--- config.mk ---
export PLATFORM = sky130hd
export DESIGN_NAME = resp_item_length_framer_top
export DESIGN_NICKNAME = d
export VERILOG_FILES = /design/src/rilf_pkg.sv /design/src/resp_item_length_framer_top.sv
export SDC_FILE = /design/constraint.sdc
export NUM_CORES = 1
export LEC_CHECK = 0
export BUFFER_PORTS_ARGS = -buffer_cell sky130_fd_sc_hd__buf_4
export CORE_UTILIZATION = 30
export DETAILED_ROUTE_END_ITERATION = 12
export GPL_ROUTABILITY_DRIVEN = 0
export SLEW_MARGIN = 20
export SYNTH_ARGS = -nofsm -noshare
export SYNTH_HDL_FRONTEND = slang
export SYNTH_SLANG_ARGS = --single-unit
--- constraint.sdc ---
create_clock -name clk -period 6.35 [get_ports clk]
set_clock_uncertainty 0.2 [all_clocks]
set_input_delay 0.3175 -clock clk [delete_from_list [all_inputs] [get_ports clk]]
set_output_delay 0.3175 -clock clk [all_outputs]
set_load 0.05 [all_outputs]
--- src/rilf_pkg.sv ---
// Package with the constants, codes and types of the RESP item length framer.
package rilf_pkg;
	localparam int MAX_DEPTH = 8;
	localparam int LEN_BITS = 32;
	localparam int DEPTH_W = (MAX_DEPTH > 1) ? $clog2(MAX_DEPTH) : 1;
	localparam int NEST_W = $clog2(MAX_DEPTH + 1);
	localparam logic [LEN_BITS-1:0] LEN_LIMIT = {LEN_BITS{1'b1}};

	localparam logic [7:0] CH_CR = 8'd13;
	localparam logic [7:0] CH_LF = 8'd10;
	localparam logic [7:0] CH_DOLLAR = 8'h24;
	localparam logic [7:0] CH_STAR = 8'h2a;
	localparam logic [7:0] CH_COLON = 8'h3a;
	localparam logic [7:0] CH_PLUS = 8'h2b;
	localparam logic [7:0] CH_MINUS = 8'h2d;
	localparam logic [7:0] CH_ZERO = 8'h30;
	localparam logic [7:0] CH_NINE = 8'h39;

	localparam logic [3:0] PH_IDLE = 4'd0;
	localparam logic [3:0] PH_SIMPLE = 4'd1;
	localparam logic [3:0] PH_SIMPLE_CR = 4'd2;
	localparam logic [3:0] PH_BULK_NUM = 4'd3;
	localparam logic [3:0] PH_ARR_NUM = 4'd4;
	localparam logic [3:0] PH_BULK_LF = 4'd5;
	localparam logic [3:0] PH_ARR_LF = 4'd6;
	localparam logic [3:0] PH_BODY = 4'd7;
	localparam logic [3:0] PH_DISCARD = 4'd8;

	localparam logic [2:0] ST_OK = 3'd0;
	localparam logic [2:0] ST_MALFORMED = 3'd1;
	localparam logic [2:0] ST_TRUNCATED = 3'd2;
	localparam logic [2:0] ST_OVERFLOW = 3'd3;
	localparam logic [2:0] ST_NONE = 3'd4;

	typedef struct packed {
		logic [LEN_BITS-1:0] left;
		logic has_anc;
		logic [DEPTH_W-1:0] anc;
	} level_t;
endpackage

--- src/resp_item_length_framer_top.sv ---
// Top level of the RESP item length framer: byte parser with an array level stack in memory.
//
//  channel   direction  handshake            payload
//  request   in         req_valid/req_stall  data_byte, buffer_end
//  response  out        rsp_valid/rsp_stall  item_length, status
//
// One request byte is taken every cycle unless requests stall; a response appears in the
// cycle after the byte that causes it, held in an output register. The open array levels
// sit in a one-port-write, one-port-read memory; the top level is kept in registers and a
// completed chain of levels reloads its survivor from memory through a read register.
// Reset is asynchronous and needs no clearing pass. Requests stall only while a response is
// held and the response side stalls.
module resp_item_length_framer_top import rilf_pkg::*; (
	input  logic clk,
	input  logic arst_n,
	input  logic req_valid,
	output logic req_stall,
	input  logic [7:0] data_byte,
	input  logic buffer_end,
	output logic rsp_valid,
	input  logic rsp_stall,
	output logic [31:0] item_length,
	output logic [1:0] status
);
	logic [3:0] phase_q, nxt_phase;
	logic [LEN_BITS-1:0] accum_q, nxt_accum;
	logic neg_q, nxt_neg;
	logic first_q, nxt_first;
	logic digits_q, nxt_digits;
	logic [LEN_BITS-1:0] count_q, nxt_count;
	logic [LEN_BITS:0] left_q, nxt_left;
	logic [NEST_W-1:0] nest_q, nxt_nest;
	level_t top_q, nxt_top;
	logic load_q;
	level_t rd_s1;
	level_t mem [MAX_DEPTH];

	logic rsp_valid_q;
	logic [31:0] len_q;
	logic [1:0] status_q;

	logic acc, elem, done, mem_we, rd_req, emit;
	logic [DEPTH_W-1:0] mem_wa, rd_addr;
	level_t mem_wd;
	logic [2:0] st;
	logic [1:0] emit_st;
	logic [31:0] emit_len;
	logic [LEN_BITS+3:0] prod;
	logic [LEN_BITS-1:0] cnt_inc;
	logic [DEPTH_W-1:0] top_idx;

	assign req_stall = rsp_valid_q & rsp_stall;
	assign acc = req_valid & ~req_stall;
	assign rsp_valid = rsp_valid_q;
	assign item_length = len_q;
	assign status = status_q;
	assign cnt_inc = count_q + 1'b1;
	assign top_idx = DEPTH_W'(nest_q - 1'b1);
	assign prod = ({4'd0, accum_q} << 3) + ({4'd0, accum_q} << 1)
		+ (LEN_BITS+4)'(data_byte - CH_ZERO);

	always_comb begin
		nxt_phase = phase_q;
		nxt_accum = accum_q;
		nxt_neg = neg_q;
		nxt_first = first_q;
		nxt_digits = digits_q;
		nxt_count = count_q;
		nxt_left = left_q;
		nxt_nest = nest_q;
		nxt_top = top_q;
		mem_we = 1'b0;
		mem_wa = top_idx;
		mem_wd = top_q;
		rd_req = 1'b0;
		rd_addr = top_q.anc;
		st = ST_NONE;
		elem = 1'b0;
		done = 1'b0;
		emit = 1'b0;
		emit_st = 2'd0;
		emit_len = 32'd0;
		if (load_q) begin
			nxt_top.left = rd_s1.left - 1'b1;
			nxt_top.has_anc = rd_s1.has_anc;
			nxt_top.anc = rd_s1.anc;
		end
		if (acc && phase_q == PH_DISCARD) begin
			if (buffer_end) begin
				nxt_phase = PH_IDLE;
				nxt_accum = '0;
				nxt_neg = 1'b0;
				nxt_first = 1'b1;
				nxt_digits = 1'b0;
				nxt_count = '0;
				nxt_left = '0;
				nxt_nest = '0;
			end
		end else if (acc) begin
			if (count_q == LEN_LIMIT) begin
				st = ST_OVERFLOW;
			end else begin
				nxt_count = cnt_inc;
				case (phase_q)
					PH_IDLE: begin
						if (data_byte == CH_PLUS || data_byte == CH_MINUS ||
							data_byte == CH_COLON) begin
							nxt_phase = PH_SIMPLE;
						end else if (data_byte == CH_DOLLAR || data_byte == CH_STAR) begin
							nxt_phase = (data_byte == CH_DOLLAR) ? PH_BULK_NUM : PH_ARR_NUM;
							nxt_accum = '0;
							nxt_neg = 1'b0;
							nxt_first = 1'b1;
							nxt_digits = 1'b0;
						end else begin
							st = ST_MALFORMED;
						end
					end
					PH_SIMPLE: begin
						if (data_byte == CH_CR) nxt_phase = PH_SIMPLE_CR;
					end
					PH_SIMPLE_CR: begin
						if (data_byte == CH_LF) elem = 1'b1;
						else if (data_byte != CH_CR) nxt_phase = PH_SIMPLE;
					end
					PH_BULK_NUM, PH_ARR_NUM: begin
						if (first_q && (data_byte == CH_PLUS || data_byte == CH_MINUS)) begin
							nxt_first = 1'b0;
							nxt_neg = (data_byte == CH_MINUS);
						end else if (data_byte >= CH_ZERO && data_byte <= CH_NINE) begin
							nxt_first = 1'b0;
							if (prod > (LEN_BITS+4)'(LEN_LIMIT)) begin
								st = ST_OVERFLOW;
							end else begin
								nxt_accum = prod[LEN_BITS-1:0];
								nxt_digits = 1'b1;
							end
						end else if (data_byte == CH_CR && digits_q) begin
							nxt_phase = (phase_q == PH_BULK_NUM) ? PH_BULK_LF : PH_ARR_LF;
						end else begin
							st = ST_MALFORMED;
						end
					end
					PH_BULK_LF: begin
						if (data_byte != CH_LF) begin
							st = ST_MALFORMED;
						end else if (neg_q && accum_q == LEN_BITS'(1)) begin
							elem = 1'b1;
						end else if (neg_q && accum_q != '0) begin
							st = ST_MALFORMED;
						end else begin
							nxt_left = {1'b0, accum_q} + (LEN_BITS+1)'(2);
							nxt_phase = PH_BODY;
						end
					end
					PH_ARR_LF: begin
						if (data_byte != CH_LF) begin
							st = ST_MALFORMED;
						end else if (accum_q == '0 || (neg_q && accum_q == LEN_BITS'(1))) begin
							elem = 1'b1;
						end else if (neg_q) begin
							st = ST_MALFORMED;
						end else if (nest_q >= NEST_W'(MAX_DEPTH)) begin
							st = ST_OVERFLOW;
						end else begin
							if (nest_q != '0) begin
								mem_we = 1'b1;
								nxt_top.has_anc = (top_q.left > LEN_BITS'(1)) | top_q.has_anc;
								nxt_top.anc = (top_q.left > LEN_BITS'(1)) ? top_idx : top_q.anc;
							end else begin
								nxt_top.has_anc = 1'b0;
								nxt_top.anc = '0;
							end
							nxt_top.left = accum_q;
							nxt_nest = nest_q + 1'b1;
							nxt_phase = PH_IDLE;
						end
					end
					PH_BODY: begin
						if (left_q == (LEN_BITS+1)'(2) && data_byte != CH_CR) begin
							st = ST_MALFORMED;
						end else if (left_q == (LEN_BITS+1)'(1) && data_byte != CH_LF) begin
							st = ST_MALFORMED;
						end else begin
							if (left_q != '0) nxt_left = left_q - 1'b1;
							if (left_q <= (LEN_BITS+1)'(1)) elem = 1'b1;
						end
					end
					default: begin
						st = ST_MALFORMED;
					end
				endcase
			end
			if (elem) begin
				nxt_phase = PH_IDLE;
				if (nest_q == '0) begin
					done = 1'b1;
				end else if (top_q.left > LEN_BITS'(1)) begin
					nxt_top.left = top_q.left - 1'b1;
				end else if (!top_q.has_anc) begin
					done = 1'b1;
					nxt_nest = '0;
				end else begin
					nxt_nest = NEST_W'(top_q.anc) + 1'b1;
					rd_req = 1'b1;
				end
			end
			if (done) st = ST_OK;
			if (st != ST_NONE || buffer_end) begin
				emit = 1'b1;
				emit_st = (st != ST_NONE) ? st[1:0] : ST_TRUNCATED[1:0];
				emit_len = done ? cnt_inc[31:0] : 32'd0;
				nxt_phase = (st != ST_NONE && st != ST_OK && !buffer_end) ? PH_DISCARD
					: PH_IDLE;
				nxt_accum = '0;
				nxt_neg = 1'b0;
				nxt_first = 1'b1;
				nxt_digits = 1'b0;
				nxt_count = '0;
				nxt_left = '0;
				nxt_nest = '0;
			end
		end
	end

	always_ff @(posedge clk) begin
		if (mem_we) mem[mem_wa] <= mem_wd;
		if (rd_req) rd_s1 <= mem[rd_addr];
	end

	always_ff @(posedge clk or negedge arst_n) begin
		if (!arst_n) begin
			phase_q <= PH_IDLE;
			accum_q <= '0;
			neg_q <= 1'b0;
			first_q <= 1'b1;
			digits_q <= 1'b0;
			count_q <= '0;
			left_q <= '0;
			nest_q <= '0;
			top_q <= '0;
			load_q <= 1'b0;
			rsp_valid_q <= 1'b0;
		end else begin
			phase_q <= nxt_phase;
			accum_q <= nxt_accum;
			neg_q <= nxt_neg;
			first_q <= nxt_first;
			digits_q <= nxt_digits;
			count_q <= nxt_count;
			left_q <= nxt_left;
			nest_q <= nxt_nest;
			top_q <= nxt_top;
			load_q <= rd_req;
			if (emit) rsp_valid_q <= 1'b1;
			else if (!rsp_stall) rsp_valid_q <= 1'b0;
		end
	end

	always_ff @(posedge clk) begin
		if (emit) begin
			len_q <= emit_len;
			status_q <= emit_st;
		end
	end

	a_nest_bound: assert property (@(posedge clk) disable iff (!arst_n)
		nest_q <= NEST_W'(MAX_DEPTH)) else $error("nest level beyond stack depth");
	a_load_idle: assert property (@(posedge clk) disable iff (!arst_n)
		load_q |-> (phase_q == PH_IDLE)) else $error("stack reload outside type byte phase");
	a_anc_below: assert property (@(posedge clk) disable iff (!arst_n)
		(nest_q != '0 && top_q.has_anc && !load_q) |-> (NEST_W'(top_q.anc) + 1'b1 < nest_q))
		else $error("ancestor index not below top level");
	a_rsp_cause: assert property (@(posedge clk) disable iff (!arst_n)
		$rose(rsp_valid_q) |-> $past(acc)) else $error("response without request");
endmodule
# After elaboration in Yosys (flattened, before gate mapping)
# Memory sizes are Yosys's and may differ from the RTL's. A register that Yosys moved wholly into a read port is not among the register bits.
# Cells that the tools add are included.
classes:
  n_addsub: 11
  mux: 167
  n_eq_ne: 54
  n_mul: 0
  n_div: 0
  n_reduce_logical: 39
  magnitude_cmp: 6
  n_bitwise: 8
  shifts: 0
op_table:
  columns: ["op", "n"]
  rows:
  - ["$mux 32", 17]
  - ["$mux 33", 11]
  - ["$mux 36", 9]
  - ["$mux 4", 36]
  - ["$ne 5x5->1 const B", 14]
  - ["$pmux 33 s2", 1]
  - ["$pmux 32 s2", 1]
  - ["$sub 32x1->32 const B", 2]
  - ["$mux 1", 63]
  - ["$mux 3", 21]
  - ["$ne 4x4->1 const B", 12]
  - ["$eq 8x6->1 const B", 5]
  - ["$add 35x33->36", 1]
  - ["$add 36x36->36", 1]
  - ["$gt 36x32->1 const B", 1]
  - ["$add 32x2->33 const B", 1]
  - ["$eq 33x1->1 const B", 1]
  - ["$eq 33x2->1 const B", 1]
  - ["$le 33x1->1 const B", 1]
  - ["$reduce_bool 33->1", 1]
  - ["$sub 33x1->33 const B", 1]
  - ["$add 32x1->32 const B", 1]
  - ["$eq 32x1->1 const B", 1]
  - ["$eq 32x32->1 const B", 1]
  - ["48 further kinds", 81]
word_totals:
  mem_bits_ro: 0
  latch_bits: 0
  elab_cells: 302
  memories: 1
  mem_bits_rw: 288
  regBits: 180
mem_list:
  columns: ["memory", "depth", "width", "rd", "rd_ports_with_merged_regs", "wr", "line_no", "source"]
  rows:
  - ["mem", 8, 36, 1, 1, 1, "resp_item_length_framer_top.sv:36", "level_t mem [MAX_DEPTH];"]

# Logic depth before layout (Yosys ltp)
# Gate-level depths: netlist of the first run.
logic_depth:
  word_depth: 22
  depth_mapped: 17
  depth_no_buf: 14

# Worst setup path before layout of the first run
# OpenSTA, ideal clock, no wires.
synth_timing:
  path_type: "input to register"
  start: "input data_byte[4]"
  end: "register len_q[0] (netlist: item_length[0]), enable pin"
  required_ns: 5.725
  setup_time_ns: 0.425
  path_buffers: 1
  cell_stages: 15
  setup_slack_ns: -1.550
  t_arrival_ns: 7.275
  cell_sequence: "ha_1 > nor3_1 > fa_1 > ha_1 > and2_1 > clkbuf_1 > and4_1 > and3_1 > a211o_1 > o21a_1 > o22ai_1 > a211oi_4 > nand3_1 > nand2_1 > nor2_1"
synth_between:
  elab_chain_len: 19
  elab_cells_between_ends: 54
  classes_between: "add/sub: 2; order compare: 3; eq/ne: 10; mux: 30; reduce/logical: 9"
synth_lines:
  columns: ["item", "line_no", "source"]
  rows:
  - ["start: declaration", "resp_item_length_framer_top.sv:18", "input logic [7:0] data_byte,"]
  - ["parallel branches: the longest is 11 deep, another holds $add 36x36->36", null, null]
  - ["$mux 3 (*)", "resp_item_length_framer_top.sv:208", "if (done) st = ST_OK;"]
  - ["$mux 3 (*)", "resp_item_length_framer_top.sv:99", "end else if (acc) begin"]
  - ["$mux 3 (*)", "resp_item_length_framer_top.sv:88", "if (acc && phase_q == PH_DISCARD) begin"]
  - ["$ne 3x3->1 (*)", "resp_item_length_framer_top.sv:209", "if (st != ST_NONE || buffer_end) begin"]
  - ["$logic_or 1x1->1 (*)", "resp_item_length_framer_top.sv:209", null]
  - ["$mux 1 (*)", "resp_item_length_framer_top.sv:209", null]
  - ["$mux 1 (*)", "resp_item_length_framer_top.sv:99", null]
  - ["$mux 1 (*)", "resp_item_length_framer_top.sv:88", null]
  - ["named net emit", "resp_item_length_framer_top.sv:42", "logic acc, elem, done, mem_we, rd_req, emit;"]
  - ["end signal: assignment", "resp_item_length_framer_top.sv:262", "len_q <= emit_len;"]
  - ["end: declaration", "resp_item_length_framer_top.sv:39", "logic [31:0] len_q;"]
# Mark *: on every way through the listed nets, which the timed path passes. The select of a mux whose other input is x is not followed.
# A chain may end at the register's enable or synchronous reset.

# Worst setup path in the final report of the first run
layout_timing:
  start: "register accum_q[0]"
  end: "register left_q[3]"
layout_between:
  elab_chain_len: 20
  elab_cells_between_ends: 53
  classes_between: "add/sub: 3; order compare: 1; eq/ne: 9; mux: 32; reduce/logical: 8"
layout_lines:
  columns: ["item", "line_no", "source"]
  rows:
  - ["start: declaration", "resp_item_length_framer_top.sv:26", "logic [LEN_BITS-1:0] accum_q, nxt_accum;"]
  - ["start signal: assignment", "resp_item_length_framer_top.sv:246", "accum_q <= nxt_accum;"]
  - ["parallel branches: the longest is 20 deep, another holds $add 35x33->36", null, null]
  - ["end signal: assignment", "resp_item_length_framer_top.sv:251", "left_q <= nxt_left;"]
  - ["end: declaration", "resp_item_length_framer_top.sv:31", "logic [LEN_BITS:0] left_q, nxt_left;"]
# Several ways; the timed one is not identified. The select of a mux whose other input is x is not followed.

==> results.py, run 1 <==
metrics = {
    "power_and_ir_drop": {
        "power_density_nw_per_um2": 242,
        "p_leak_nw": 9.14,
        "vdd_ir_drop_max_v": 0.000177,
        "power_w": 0.00733,
    },
    "final_layout": {
        "syn_to_final_growth_pct": 13.3,
        "diodes": 0,
        "nets": 2349,
        "drive_gt1_share_pct": 16.8,
        "fin_util_pct": 34.3,
    },
    "global_route": {
        "grt_usage_pct": 15.5,
        "overflow": 0,
        "first_global_vias": 18500,
        "antenna_found_initial": 2,
        "grt_start_max_net_pins": 88,
        "grt_pass1_wl_um": 109000,
    },
    "clocking": {
        "post-cts-setup-buffers": 0,
        "cts_repair_resize_count": 0,
        "cts_sinks": 504,
        "root_buffer": "clkbuf_16",
        "clk_pin_slew_ns": 0.05,
        "htreeDepth": 2,
        "cts_buffers": 53,
        "cts_buffer_depth": 3,
        "cts_tree": "done",
        "clk_latency_ns": 0.63,
    },
    "die": {
        "die-height_um": 300,
        "top_level_ports": 49,
        "die_w_um": 300,
        "num_rows": 109,
        "die-area_um2": 90300,
        "core_um2": 88400,
        "initial_core_util_pct": 30.2,
    },
    "synthesis": {
        "synth_top_flop_cell": "edfxtp_1",
        "syn_area_per_cell_um2": 12.0,
        "synth.area.top_cells": "edfxtp_1 40%, dfrtp_1 14%, mux4_2 6.1%",
        "yosysSeqAreaShare_pct": 53.9,
        "async_flop_share_pct": 29.0,
        "ys_ff_latch": 504,
        "synth.largest_area_cell": "edfxtp_1",
        "synth_nets": 2314,
        "synth.most_common_cell": "edfxtp_1",
        "synth_top_area_share_pct": 40.2,
        "syn_area_um2": 26700,
        "yosysWarnings": 0,
        "synth_edf_count": 358,
        "synth_common_cells": "358 x edfxtp_1, 203 x nand2_1, 169 x nor2_1",
        "ys_types": 101,
        "syn_inst": 2219,
    },
    "run_status": {
        "status": "complete, no violations",
    },
    "route": {
        "drcViolationCount": 0,
        "via_per_inst": 5.41,
        "via_count": 18700,
        "wl_um": 70200,
        "antenna_left": 0,
        "wl_per_cell_um": 20.3,
        "dr.pass1.iters": 5,
        "drt_iter0_markers": 1460,
    },
    "timing": {
        "min_period_ns": 5.50,
        "finalCritPeriodShare_pct": 86.6,
        "fmax_mhz": 182,
        "worst_pin_slew_ns": 1.12,
        "final.setup.tns_ns": 0,
        "rsz0062_at_grt": "false",
        "slew_viol_final": 0,
        "hold_viol": 0,
        "max-slew-margin-rel_pct": 25.1,
        "setup_viol": 0,
    },
    "placed_design": {
        "io_buffers": 48,
        "dpl.hpwl_um": 45300,
    },
    "worst_setup_path": {
        "cp.arrival_ns": 5.75,
        "reg2regPathDepth": 12,
        "worst_setup_path_end_kind": "register",
        "r2r_slack_ns": 0.85,
        "crit_required_ns": 6.60,
        "worstSetupPathType": "register to register",
        "cp-start-kind": "register",
        "r2r-start": "accum_q[0]",
        "worstPathMaxFanout": 15,
        "r2r-end": "left_q[3]",
    },
    "min_path": {
        "hold_end": "accum_q[2]",
        "hold_class": "input port to register",
        "holdPathStages": 5,
        "hp-start": "data_byte[2]",
    },
    "flow_run": {
        "cap_violations": 0,
    },
}
worst max-delay path by stage:
stage / startpoint / to / slack [ns] / cells after the start
2_1_floorplan: data_byte[4] / item_length[0] / 0.14 / 15
5_1_grt: accum_q[0] / left_q[10] / 0.72 / 12
4_1_cts: accum_q[0] / left_q[3] / 1.08 / 12
3_3_place_gp: data_byte[4] / left_q[2] / 0.80 / 16
6_report: accum_q[0] / left_q[3] / 0.85 / 12
3_5_place_dp: data_byte[4] / left_q[2] / 0.65 / 16
kinds of logic after synthesis:
family	after synthesis	share of synthesized area, %
AOI/OAI and AO/OA	525	13.4
xor gates and xnor gates	137	4.49
adders and majority gates	82	4.71
buffers and inverters	159	2.68
DFF	504	53.9
muxes	118	7.98
and+or+nand+nor	694	12.9
layer usage:
layer  routed length (µm)  GRT usage [%]  part of all wire, %  vias to the layer above
li1                     -              -                    -                     8525
met1                30600           21.1                   44                     9431
met2                32800           24.8                   47                      597
met3                 4430           2.57                  6.3                      155
met4                 2320           5.55                  3.3                        2
met5                   13              0                0.019                        -
layout by cell type (no fill, tap or decap), drive strengths merged, types with 23 or more instances in the layout:
master  synthesis  routed
buf            40      91
xnor2          79      79
a21oi         125     125
mux2           40      40
nand3          53      53
ha             51      51
a31oi          47      47
clkbuf         76      70
a22oi          23      23
o21ai         123     123
o22ai          56      56
edfxtp        358     358
inv            43      44
xor2           58      58
nand2         204     204
fa             31      31
nor4           43      43
dfrtp         145     145
mux4           72      72
and3           23      23
nor2          173     173
o31ai          33      33
nor3           66      66
power by group:
part           switching (W)  internal, W
registers          0.0000315      0.00355
logic               0.000441     0.000146
clock network        0.00134      0.00182
repair_timing:
| item | 4_1_cts | 5_1_grt |
|---|---|---|
| hold endpoints to repair | 91 | 0 |
| hold buffers | 5 | 0 |
| setup endpoints to repair | 0 | 0 |
area by class of cell:
class	instances	area, µm²
clock buffer	70	1410
fill	8672	58100
inverter	43	161
clock inverter	27	360
sequential	504	14400
tap	1165	1460
multi-input combinational	1556	11700
timing repair buffer	96	778
flip-flops by register name, summed over array words and instances (netlist names), 2 cells and up:
name	flops
accum_q	32
count_q	32
item_length	32
left_q	33
mem	288
mem_wd	33
nest_q	4
phase_q	4
rd_addr	3
rd_s1	36
status	2
critical path, stage by stage (launching register included):
cell and delay (ns):
dfrtp_1 0.74, fa_1 0.58, fa_1 0.50, a211oi_1 0.29, o21ai_1 0.20, o21ai_0 0.44, a21oi_1 0.20, o31a_1 0.30
nor3_1 0.45, a211oi_4 0.14, a31oi_4 0.35, and2_1 0.74, o22ai_1 0.20
through the flow:
| stage | cell area [µm²] | setup slack, ns | cells | hold slack, ns |
|---|---|---|---|---|
| after CTS | 30300 | 1.08 | 3461 | 0.107 |
| after global placement | 28500 | 0.798 | 3359 | 0.260 |
| after global routing | 30300 | 0.724 | 3461 | 0.146 |
| after floorplan | 26700 | 0.141 | 2219 | -0.178 |
| final | 30300 | 0.848 | 3461 | 0.132 |
| after detailed placement | 28500 | 0.649 | 3359 | 0.267 |
Power figures use the tool's default switching activity.
==> run 2: changes to the inputs <==
Settings changed: CORE_UTILIZATION 30 to 57, PLACE_DENSITY set to 0.76.
==> run 2 against run 1 <==
Against the previous run:
- utilization grew 30 points
- first-iteration DRC count up 39%
- power shrank 2.2%
- critical path depth stayed put
- sequential share of layout area grew 1.5 points
- die area down 47%
- register-to-register slack gained 0.33 ns
==> results.py, run 2 (synthesis results as in run 1) <==
metrics = {
    "die": {
        "num_rows": 78,
        "initial_core_util_pct": 58.4,
        "core_um2": 45800,
        "die-area_um2": 47800,
        "die_w_um": 219,
        "die-height_um": 219,
        "top_level_ports": 49,
    },
    "timing": {
        "setup_viol": 0,
        "finalCritPeriodShare_pct": 81.4,
        "worst_pin_slew_ns": 1.04,
        "max-slew-margin-rel_pct": 30.5,
        "final.setup.tns_ns": 0,
        "min_period_ns": 5.17,
        "slew_viol_final": 0,
        "hold_viol": 0,
        "fmax_mhz": 193,
        "rsz0062_at_grt": "false",
    },
    "worst_setup_path": {
        "reg2regPathDepth": 12,
        "cp_cell_sequence": "fa_1 -> fa_1 -> a211oi_1 -> o21ai_1 -> o21ai_0 -> a21oi_1 -> o31a_1 -> nor3_1 -> a211oi_4 -> a31oi_4 -> and2_1 -> o22ai_1",
        "r2r-start": "accum_q[0]",
        "worst_setup_path_end_kind": "register",
        "worstSetupPathType": "register to register",
        "crit_required_ns": 6.62,
        "cp.arrival_ns": 5.44,
        "crit_path_frequent_cell": "fa_1",
        "worstPathMaxFanout": 15,
        "slowest_stage": "and2_1",
        "cp-start-kind": "register",
        "r2r_slack_ns": 1.18,
        "slowest_delay_ns": 0.70,
        "r2r-end": "left_q[8]",
    },
    "power_and_ir_drop": {
        "p_leak_nw": 9.01,
        "power_w": 0.00717,
        "switchingPower_w": 0.00176,
        "swShare_pct": 24.5,
        "vdd_ir_drop_max_v": 0.000247,
        "p_int_w": 0.00541,
        "p_seq_share_pct": 50.0,
        "clkPwrFrac_pct": 42.0,
        "combPwrFrac_pct": 8.1,
        "power_density_nw_per_um2": 244,
    },
    "final_layout": {
        "fin_area_um2": 29300,
        "final_cell_mix": "358 x edfxtp_1, 203 x nand2_1, 164 x nor2_1",
        "drive_gt1_share_pct": 16.1,
        "reg.largest.list": "mem x288, rd_s1 x36",
        "nets": 2333,
        "diodes": 0,
        "syn_to_final_growth_pct": 9.77,
        "final_common_cell": "edfxtp_1",
        "regMostFlops": "mem",
        "largest_reg_flops": 288,
    },
    "route": {
        "wl_um": 65200,
        "dr.pass1.iters": 5,
        "via_per_inst": 6.55,
        "wl_per_cell_um": 22.7,
        "via_count": 18900,
        "drt_iter0_markers": 2024,
        "antenna_left": 0,
        "drcViolationCount": 0,
    },
    "clocking": {
        "cts_buffer_depth": 3,
        "htreeDepth": 2,
        "clk_pin_slew_ns": 0.06,
        "cts_buffers": 50,
        "cts_repair_resize_count": 0,
        "cts_sinks": 504,
        "root_buffer": "clkbuf_16",
        "cts_tree": "done",
        "clk_latency_ns": 0.62,
    },
    "placed_design": {
        "io_buffers": 48,
        "post_dp_cell_area_um2": 27600,
        "dpl.hpwl_um": 42200,
    },
    "global_route": {
        "antenna_found_initial": 0,
        "grt_usage_pct": 27.7,
        "overflow": 0,
        "grt_start_max_net_pins": 87,
        "grt_pass1_wl_um": 103000,
        "first_global_vias": 18500,
    },
    "flow_run": {
        "cap_violations": 0,
    },
    "min_path": {
        "holdPathStages": 4,
        "hp-start": "data_byte[1]",
        "hold_end": "accum_q[1]",
        "hold_class": "input port to register",
    },
    "run_status": {
        "status": "complete, no violations",
    },
}
[run 2: cell count changes in the layout (fill, tap and decap cells not counted), sizes merged]
| cell | before | now |
|---|---|---|
| dlygate4sd3 | 5 | 4 |
| clkinv | 20 | 25 |
| clkinvlp | 0 | 1 |
| buf | 91 | 79 |
| clkbuf | 70 | 58 |
[run 2: final cells by class]
| type | count | area, µm² |
|---|---|---|
| Multi-Input combinational cell | 1556 | 11700 |
| Sequential cell | 504 | 14400 |
| Tap cell | 600 | 751 |
| Inverter | 43 | 161 |
| Clock buffer | 58 | 1300 |
| Timing Repair Buffer | 83 | 657 |
| Clock inverter | 33 | 348 |
| Fill cell | 3358 | 16400 |
[run 2: timing repair]
action / 4_1_cts / 5_1_grt
endpoints found under the hold margin: 87 / 0
hold buffers: 4 / 0
endpoints found under the setup margin: 0 / 0
setup buffers: 0 / 0
[run 2: critical path, delay by kind of cell (launching register included)]
| kind | cells | cell delay, ns |
|---|---|---|
| compound gates | 8 | 1.99 |
| fa+ha+maj | 2 | 1.05 |
| flops | 1 | 0.64 |
| simple gates | 2 | 1.12 |
[run 2: per-stage QoR]
step	hold WS (ns)	worst slack [ns]	std cells	util, %
3_5_place_dp	0.262	0.847	2781	60.3
4_1_cts	0.0290	1.21	2876	64.0
6_report	0.0448	1.18	2877	64.1
3_3_place_gp	0.252	1.00	2781	60.3
2_1_floorplan	-0.178	0.141	2219	-
5_1_grt	0.0571	0.865	2877	64.1
[run 2: routing by layer]
layer  routed length, µm  track usage (%)  vias to the layer above
met3                4780             4.29                      133
met5                   0                0                        -
li1                    -                -                     8475
met2               31100             44.7                      802
met4                1850             8.76                        0
met1               27500             38.5                     9446
[run 2: worst max-delay path by stage]
stage | start | endpoint | slack [ns] | depth (start not counted)
final | accum_q[0] | left_q[8] | 1.18 | 12
after global routing | accum_q[2] | left_q[8] | 0.86 | 12
after CTS | accum_q[2] | left_q[8] | 1.21 | 12
after detailed placement | data_byte[4] | left_q[8] | 0.85 | 16
after global placement | data_byte[4] | left_q[15] | 1.00 | 16
after floorplan | data_byte[4] | item_length[0] | 0.14 | 15
[run 2: power groups by stage]
stage	Sequential, W	Combinational (W)	Clock [W]
4_1_cts	0.00358	0.000576	0.00304
3_5_place_dp	0.00365	0.000573	0
3_3_place_gp	0.00365	0.000563	0
6_report	0.00358	0.000579	0.00301
5_1_grt	0.00359	0.000614	0.00315
2_1_floorplan	0.00378	0.000273	0
